[src/rtl/c_comment_strip_space_collapse_macros.svh]
// Assertion macros shared by the comment stripper RTL.
// Included by the top level; depends on nothing else.
`ifndef C_COMMENT_STRIP_SPACE_COLLAPSE_MACROS_SVH
`define C_COMMENT_STRIP_SPACE_COLLAPSE_MACROS_SVH

// Same-cycle implication, disabled while reset is asserted.
`define CCS_ASSERT_NOW(label, clk, rst_n, ante, cons, msg) \
    label: assert property (@(posedge clk) disable iff (!rst_n) (ante) |-> (cons)) \
        else $error(msg);

// Next-cycle implication, disabled while reset is asserted.
`define CCS_ASSERT_NEXT(label, clk, rst_n, ante, cons, msg) \
    label: assert property (@(posedge clk) disable iff (!rst_n) (ante) |=> (cons)) \
        else $error(msg);

`endif

[src/rtl/ccs_pkg.sv]
// Package for the comment stripper: byte classes, scan states, character codes,
// the transition table and the result struct. No dependencies.
`default_nettype none

package ccs_pkg;

    localparam logic [7:0] CH_SLASH  = 8'h2F;
    localparam logic [7:0] CH_STAR   = 8'h2A;
    localparam logic [7:0] CH_BSLASH = 8'h5C;
    localparam logic [7:0] CH_SQUOTE = 8'h27;
    localparam logic [7:0] CH_DQUOTE = 8'h22;
    localparam logic [7:0] CH_NL     = 8'h0A;
    localparam logic [7:0] CH_CR     = 8'h0D;
    localparam logic [7:0] CH_TAB    = 8'h09;
    localparam logic [7:0] CH_SPACE  = 8'h20;

    localparam logic [2:0] CLS_NONE   = 3'd0;
    localparam logic [2:0] CLS_SLASH  = 3'd1;
    localparam logic [2:0] CLS_STAR   = 3'd2;
    localparam logic [2:0] CLS_BSLASH = 3'd3;
    localparam logic [2:0] CLS_SQUOTE = 3'd4;
    localparam logic [2:0] CLS_DQUOTE = 3'd5;
    localparam logic [2:0] CLS_NL     = 3'd6;
    localparam logic [2:0] CLS_OTHER  = 3'd7;

    localparam logic [3:0] ST_CODE       = 4'd0;
    localparam logic [3:0] ST_SLASH      = 4'd1;
    localparam logic [3:0] ST_LINE       = 4'd2;
    localparam logic [3:0] ST_BLOCK      = 4'd3;
    localparam logic [3:0] ST_LINE_ESC   = 4'd4;
    localparam logic [3:0] ST_BLOCK_STAR = 4'd5;
    localparam logic [3:0] ST_STR        = 4'd6;
    localparam logic [3:0] ST_STR_ESC    = 4'd7;
    localparam logic [3:0] ST_CHR        = 4'd8;
    localparam logic [3:0] ST_CHR_ESC    = 4'd9;

    localparam logic [3:0] NEXT_TAB [0:9][0:7] = '{
        '{4'd0, 4'd1, 4'd0, 4'd0, 4'd8, 4'd6, 4'd0, 4'd0},
        '{4'd0, 4'd2, 4'd3, 4'd0, 4'd8, 4'd0, 4'd0, 4'd0},
        '{4'd0, 4'd2, 4'd2, 4'd4, 4'd2, 4'd2, 4'd0, 4'd2},
        '{4'd0, 4'd3, 4'd5, 4'd3, 4'd3, 4'd3, 4'd3, 4'd3},
        '{4'd0, 4'd2, 4'd2, 4'd4, 4'd2, 4'd2, 4'd4, 4'd2},
        '{4'd0, 4'd0, 4'd5, 4'd3, 4'd3, 4'd3, 4'd3, 4'd3},
        '{4'd0, 4'd6, 4'd6, 4'd7, 4'd6, 4'd0, 4'd6, 4'd6},
        '{4'd0, 4'd6, 4'd6, 4'd7, 4'd6, 4'd6, 4'd6, 4'd6},
        '{4'd0, 4'd8, 4'd8, 4'd9, 4'd0, 4'd8, 4'd8, 4'd8},
        '{4'd0, 4'd8, 4'd8, 4'd8, 4'd8, 4'd8, 4'd8, 4'd8}
    };

    typedef struct packed {
        logic [1:0] count;
        logic [7:0] byte0;
        logic [7:0] byte1;
    } result_t;

    function automatic logic [2:0] byte_class(input logic [7:0] b);
        logic [2:0] cls;
        begin
            case (b)
                CH_SLASH:  cls = CLS_SLASH;
                CH_STAR:   cls = CLS_STAR;
                CH_BSLASH: cls = CLS_BSLASH;
                CH_SQUOTE: cls = CLS_SQUOTE;
                CH_DQUOTE: cls = CLS_DQUOTE;
                CH_NL:     cls = CLS_NL;
                default:   cls = CLS_OTHER;
            endcase
            return cls;
        end
    endfunction

    function automatic logic [3:0] next_state(input logic [3:0] cur, input logic [2:0] cls);
        logic [3:0] row;
        begin
            row = (cur > ST_CHR_ESC) ? ST_CODE : cur;
            return NEXT_TAB[row][cls];
        end
    endfunction

endpackage

`default_nettype wire

[src/rtl/ccs_scan.sv]
// Scanner: classifies each request byte, steps the state table and forms up
// to two result bytes. Depends on ccs_pkg.
`default_nettype none

module ccs_scan (
    input  wire logic            clk,
    input  wire logic            rst_n,
    input  wire logic            accept,
    input  wire logic [7:0]      in_byte,
    output ccs_pkg::result_t     res
);

    logic [3:0] state_reg;
    logic [3:0] state_next;
    logic       slash_reg;
    logic       slash_next;
    logic       space_reg;
    logic       space_next;

    logic [2:0] cls;
    logic       blank;
    logic       emit_slash;
    logic       main_valid;
    logic [7:0] main_byte;

    always_comb
    begin
        cls        = ccs_pkg::byte_class(in_byte);
        state_next = ccs_pkg::next_state(state_reg, cls);
        blank      = in_byte inside {ccs_pkg::CH_SPACE, ccs_pkg::CH_TAB, ccs_pkg::CH_CR,
                                     ccs_pkg::CH_NL, ccs_pkg::CH_BSLASH};
        emit_slash = slash_reg && (state_next != ccs_pkg::ST_LINE)
                               && (state_next != ccs_pkg::ST_BLOCK);
        slash_next = (state_next == ccs_pkg::ST_SLASH);
        space_next = space_reg;
        main_valid = 1'b0;
        main_byte  = in_byte;

        if (state_next == ccs_pkg::ST_CODE)
        begin
            if (!slash_reg && cls == ccs_pkg::CLS_SLASH)
            begin
                main_valid = 1'b0;
            end
            else if (blank)
            begin
                if (!space_reg)
                begin
                    main_valid = 1'b1;
                    main_byte  = ccs_pkg::CH_SPACE;
                    space_next = 1'b1;
                end
            end
            else
            begin
                main_valid = 1'b1;
                space_next = 1'b0;
            end
        end
        else if (state_next >= ccs_pkg::ST_STR)
        begin
            main_valid = 1'b1;
        end

        res.count = {1'b0, emit_slash} + {1'b0, main_valid};
        res.byte0 = emit_slash ? ccs_pkg::CH_SLASH : main_byte;
        res.byte1 = main_byte;
    end

    always_ff @(posedge clk or negedge rst_n)
    begin
        if (!rst_n)
        begin
            state_reg <= ccs_pkg::ST_CODE;
            slash_reg <= 1'b0;
            space_reg <= 1'b0;
        end
        else if (accept)
        begin
            state_reg <= state_next;
            slash_reg <= slash_next;
            space_reg <= space_next;
        end
    end

endmodule

`default_nettype wire

[src/rtl/ccs_outq.sv]
// Three-entry output queue: takes up to two result bytes a cycle, drives the
// master stream from its head entry. Depends on ccs_pkg.
`default_nettype none

module ccs_outq (
    input  wire logic            clk,
    input  wire logic            rst_n,
    input  wire logic            push,
    input  wire ccs_pkg::result_t res,
    output logic                 room,
    output logic                 m_tvalid,
    input  wire logic            m_tready,
    output logic [7:0]           m_tdata,
    output logic                 m_tlast
);

    logic [8:0] q_reg [0:2];
    logic [8:0] q_next [0:2];
    logic [8:0] sh [0:2];
    logic [1:0] count_reg;
    logic [1:0] count_next;
    logic       pop;
    logic [1:0] base;
    logic [1:0] n;
    logic [8:0] item0;
    logic [8:0] item1;

    always_comb
    begin
        pop   = (count_reg != 2'd0) && m_tready;
        n     = push ? res.count : 2'd0;
        base  = count_reg - {1'b0, pop};
        item0 = {(res.count == 2'd1), res.byte0};
        item1 = {1'b1, res.byte1};

        sh[0] = pop ? q_reg[1] : q_reg[0];
        sh[1] = pop ? q_reg[2] : q_reg[1];
        sh[2] = q_reg[2];

        for (int i = 0; i < 3; i++)
        begin
            if (2'(i) == base && n != 2'd0)
                q_next[i] = item0;
            else if (2'(i) == base + 2'd1 && n == 2'd2)
                q_next[i] = item1;
            else
                q_next[i] = sh[i];
        end

        count_next = base + n;
    end

    always_ff @(posedge clk or negedge rst_n)
    begin
        if (!rst_n)
            count_reg <= 2'd0;
        else
            count_reg <= count_next;
    end

    always_ff @(posedge clk)
    begin
        for (int i = 0; i < 3; i++)
            q_reg[i] <= q_next[i];
    end

    assign room     = (count_reg <= 2'd1);
    assign m_tvalid = (count_reg != 2'd0);
    assign m_tdata  = q_reg[0][7:0];
    assign m_tlast  = q_reg[0][8];

endmodule

`default_nettype wire

[src/rtl/c_comment_strip_space_collapse.sv]
// C comment stripper with whitespace collapsing. One source byte per request
// in, up to two cleaned bytes per request out; a request whose byte follows a
// held slash may give two output bytes, tlast marks the last byte of each request's
// output, and a byte that disappears (inside a comment, or an extra blank) gives
// none. The block takes a byte in every cycle while its three-entry output queue
// holds at most one byte; a byte that yields two results drops s_tready until the
// queue drains back to one byte. Results are registered in the output queue before
// they reach the master side. Uses ccs_pkg, ccs_scan, ccs_outq and the macros header.
`default_nettype none

`include "c_comment_strip_space_collapse_macros.svh"

module c_comment_strip_space_collapse (
    input  wire logic       clk,
    input  wire logic       rst_n,
    input  wire logic       s_tvalid,
    output logic            s_tready,
    input  wire logic [7:0] s_tdata,   // [7:0] in_byte
    output logic            m_tvalid,
    input  wire logic       m_tready,
    output logic [7:0]      m_tdata,   // [7:0] out_byte
    output logic            m_tlast    // last
);

    ccs_pkg::result_t res;
    logic             accept;
    logic             room;

    assign s_tready = room;
    assign accept   = s_tvalid && room;

    ccs_scan u_scan (
        .clk     (clk),
        .rst_n   (rst_n),
        .accept  (accept),
        .in_byte (s_tdata),
        .res     (res)
    );

    ccs_outq u_outq (
        .clk      (clk),
        .rst_n    (rst_n),
        .push     (accept),
        .res      (res),
        .room     (room),
        .m_tvalid (m_tvalid),
        .m_tready (m_tready),
        .m_tdata  (m_tdata),
        .m_tlast  (m_tlast)
    );

    `CCS_ASSERT_NOW(a_empty_accepts, clk, rst_n, !m_tvalid, s_tready, "empty queue refuses")
    `CCS_ASSERT_NEXT(a_result_shows, clk, rst_n, accept && res.count != 2'd0, m_tvalid, "lost")
    `CCS_ASSERT_NOW(a_pair_blocks, clk, rst_n, m_tvalid && !m_tlast, !s_tready, "split pair open")

endmodule

`default_nettype wire

[config.mk]
export PLATFORM = sky130hd
export DESIGN_NAME = c_comment_strip_space_collapse
export DESIGN_NICKNAME = d
export VERILOG_FILES = /design/src/rtl/ccs_pkg.sv /design/src/rtl/ccs_scan.sv /design/src/rtl/ccs_outq.sv /design/src/rtl/c_comment_strip_space_collapse.sv
export VERILOG_INCLUDE_DIRS = /design/src /design/src/rtl
export SDC_FILE = /design/constraint.sdc
export NUM_CORES = 1
export LEC_CHECK = 0
export ABC_AREA = 1
export BUFFER_PORTS_ARGS = -buffer_cell sky130_fd_sc_hd__buf_4
export CAP_MARGIN = 20
export CORE_UTILIZATION = 54
export CTS_CLUSTER_DIAMETER = 60
export CTS_CLUSTER_SIZE = 8
export DETAILED_ROUTE_END_ITERATION = 10
export PLACE_DENSITY = 0.76
export SYNTH_ARGS = -nofsm -noshare
export SYNTH_HDL_FRONTEND = slang
export SYNTH_SLANG_ARGS = --single-unit
[constraint.sdc]
create_clock -name clk -period 3.8 [get_ports clk]
set_clock_uncertainty 0.05 [all_clocks]
set_input_delay 0.38 -clock clk [delete_from_list [all_inputs] [get_ports clk]]
set_output_delay 0.38 -clock clk [all_outputs]
set_load 0.01 [all_outputs]
==> results.cfg <==
[status]
status = completed

[worst_setup_path]
critPathSlowestCell = dfrtp_1
r2r_slack_ns = 0.10
cp.required_ns = 3.81
worstSetupStartpointType = register
cp-end-kind = register
crit_top_cell = nor2_4
cp.arrival_ns = 3.71
path_max_fanout = 5
crit_type = register to register
r2r-end = u_outq.q_reg[0][5]$_DFFE_PP_
max_stage_delay_ns = 0.42
worstRegToRegCells = 28
worstReg2RegStart = u_scan.state_reg[2]$_DFFE_PN0P_
crit_end = u_outq.q_reg[0][5]$_DFFE_PP_
startpoint = u_scan.state_reg[2]$_DFFE_PN0P_

[pwr]
power_mw = 2.06
power_leakage_nw = 1.64
p_comb_share_pct = 54.9
clkPwrFrac_pct = 16.6
swShare_pct = 41.9
power.internal_mw = 1.20
power_switching_mw = 0.862
ir_drop_mv = 0.373
seq_power_share_pct = 28.5
cellPowerDensity_nw_per_um2 = 606

[cts]
cts.clk_slew.worst_paths_ns = 0.08
clockBufferDepth = 2
clkSinkCount = 35
clkLatencyLatePin_ns = 0.30
cts_tree = done
htree_levels = 2
cts-root-buf = clkbuf_8
cts_inserted_buffers = 5

[drt]
route.detailed.drc = 0
drt_wl_total_um = 6470
antenna_left = 0
first_iter_violations = 230
top_layer = met4
drtPass1Iterations = 5
route.vias.total = 2587
wl_met2_um = 3040
routedWlPerCell_um = 13.2
met3_length_um = 341
viasPerCell = 5.28
m1WireLength_um = 2980

[synth]
synthArstFlopShare_pct = 22.9
synth_area_leaders = edfxtp_1 30%, nand2_1 16%, nor2_1 7.9%, dfrtp_1 7.4%, inv_1 5.8%
synth_edf_count = 27
synth_common_cells = 116 x nand2_1, 57 x nor2_1, 42 x inv_1
syn_area_per_cell_um2 = 7.19
synth_most_common_cell = nand2_1
syn_nets = 400
synth_top_area_share_pct = 29.8
synth.yosys.seq_area_share_pct = 37.2
yosys_warnings = 0
synth.distinct_cells = 33
yosys.area.top_type = edfxtp_1
synthFlopType = edfxtp_1
ys_seq_elements = 35
synth_area_um2 = 2720
synthCells = 378

[floorplanning]
num_io_pins = 23
die-area_um2 = 5320
start_util_pct = 56.8
die_y_um = 72.9
core_um2 = 4790
die_x_um = 72.9
rows = 25

[cells_and_area]
largest_reg_flops = 27
post-route-util_pct = 71.0
area_growth_syn_to_layout_pct = 25.1
multi_input_area_um2 = 1610
seq_area_um2 = 1010
drive_above_1_share_pct = 32.6
final_area_um2 = 3400
nets = 444
diodes = 0
nFillCells = 369

[timing]
drv_slew = 0
relSlewSlack_pct = 66.5
finalSetupTns_ns = 0
hold_viol_final = 0
fmax_mhz = 271
tightestPinTransition_ns = 0.500
fin_crit_ns = 3.70
finalCritPeriodShare_pct = 97.2
fin_ws_ns = 0.105
setup_viol = 0

[placed_design]
io_buffers = 22
dp_hpwl_um = 4410
gp_congestion = 0.873
placed_cell_area_um2 = 2980
dpl_worst_slack_ns = 0.0389

[flow_run]
max_cap_violations = 0

[hold_path]
min_from = s_tdata[7]
hp-class = input pin to register

[global_route]
grt_max_degree = 18
grt_usage_pct = 23.8
grt_pass1_wl_um = 9630
grt.overflow.total = 0
grt_pass1_vias = 2104
grt_antenna_before_repair = 0
==> critical path, delay by kind of cell, from the launching register on <==
kind	cells	cell delay [ns]
simple gates	15	1.52
buf+inv	8	0.78
flops	1	0.42
fa+ha+maj	2	0.38
compound gates	3	0.33
==> per-layer routing <==
layer,GRT usage [%],vias up
li1,-,1287
met1,34.4,1200
met2,36.7,90
met4,6.75,0
met5,0,-
met3,4.14,10
==> final cells by class <==
class	instances	area share (%)
Clock buffer	5	2.03
Timing Repair Buffer	50	11.7
Tap cell	67	2.47
Multi-Input combinational cell	282	47.4
Sequential cell	35	29.8
Inverter	48	5.38
Clock inverter	3	1.29
==> power by group through the flow <==
stage	registers, mW	clock network, mW	logic [mW]
6_report	0.586	0.343	1.13
5_1_grt	0.596	0.363	1.24
4_1_cts	0.581	0.342	0.915
3_5_place_dp	0.589	0	0.903
3_3_place_gp	0.586	0	0.903
2_1_floorplan	0.583	0	0.655
==> cell usage in the layout (no fill, tap or decap), drive strengths merged <==
cell	count
nand2	136
nor2	66
buf	49
inv	47
nand3	34
edfxtp	27
o21ai	12
ha	10
dfrtp	8
a21oi	7
clkbuf	5
nor3	4
nand4	3
or2	3
clkinv	3
a22oi	2
a211oi	1
o211ai	1
o31ai	1
xor2	1
a31oi	1
bufinv	1
dlygate4sd3	1
==> cell families after synthesis <==
kind of cell | count (synthesis) | synth area share (%)
AOI/OAI and AO/OA | 25 | 5.53
xor gates and xnor gates | 1 | 0.322
adders and majority gates | 10 | 4.61
buffers and inverters | 62 | 10.2
DFF | 35 | 37.2
and+or+nand+nor | 245 | 42.1
==> through the flow <==
step / hold WS, ns / std cells
floorplan: 0.0344 / 378
global placement: 0.155 / 467
detailed placement: 0.155 / 467
CTS: 0.350 / 476
global route: 0.366 / 490
finish: 0.357 / 490
==> how the worst min path moves through the flow <==
stage,end,slack (ns),cells after the start
6_report,u_outq.q_reg[0][25]$_DFFE_PP_,0.36,3
5_1_grt,u_outq.q_reg[0][25]$_DFFE_PP_,0.37,3
4_1_cts,u_outq.q_reg[0][25]$_DFFE_PP_,0.35,3
3_5_place_dp,u_scan.space_reg$_DFFE_PN0P_,0.16,1
3_3_place_gp,u_scan.state_reg[1]$_DFFE_PN0P_,0.16,1
2_1_floorplan,u_outq.count_reg[0]$_DFF_PN0_,0.03,0
==> what timing repair did <==
action | 4_1_cts | 5_1_grt
endpoints found under the setup margin | 9 | 53
pin swaps | 0 | 24
hold endpoints to repair | 8 | 0
hold buffers | 1 | 0
gates resized for setup | 1 | 59
gates cloned | 0 | 1
setup buffers | 0 | 13
Power figures use the tool's default switching activity.
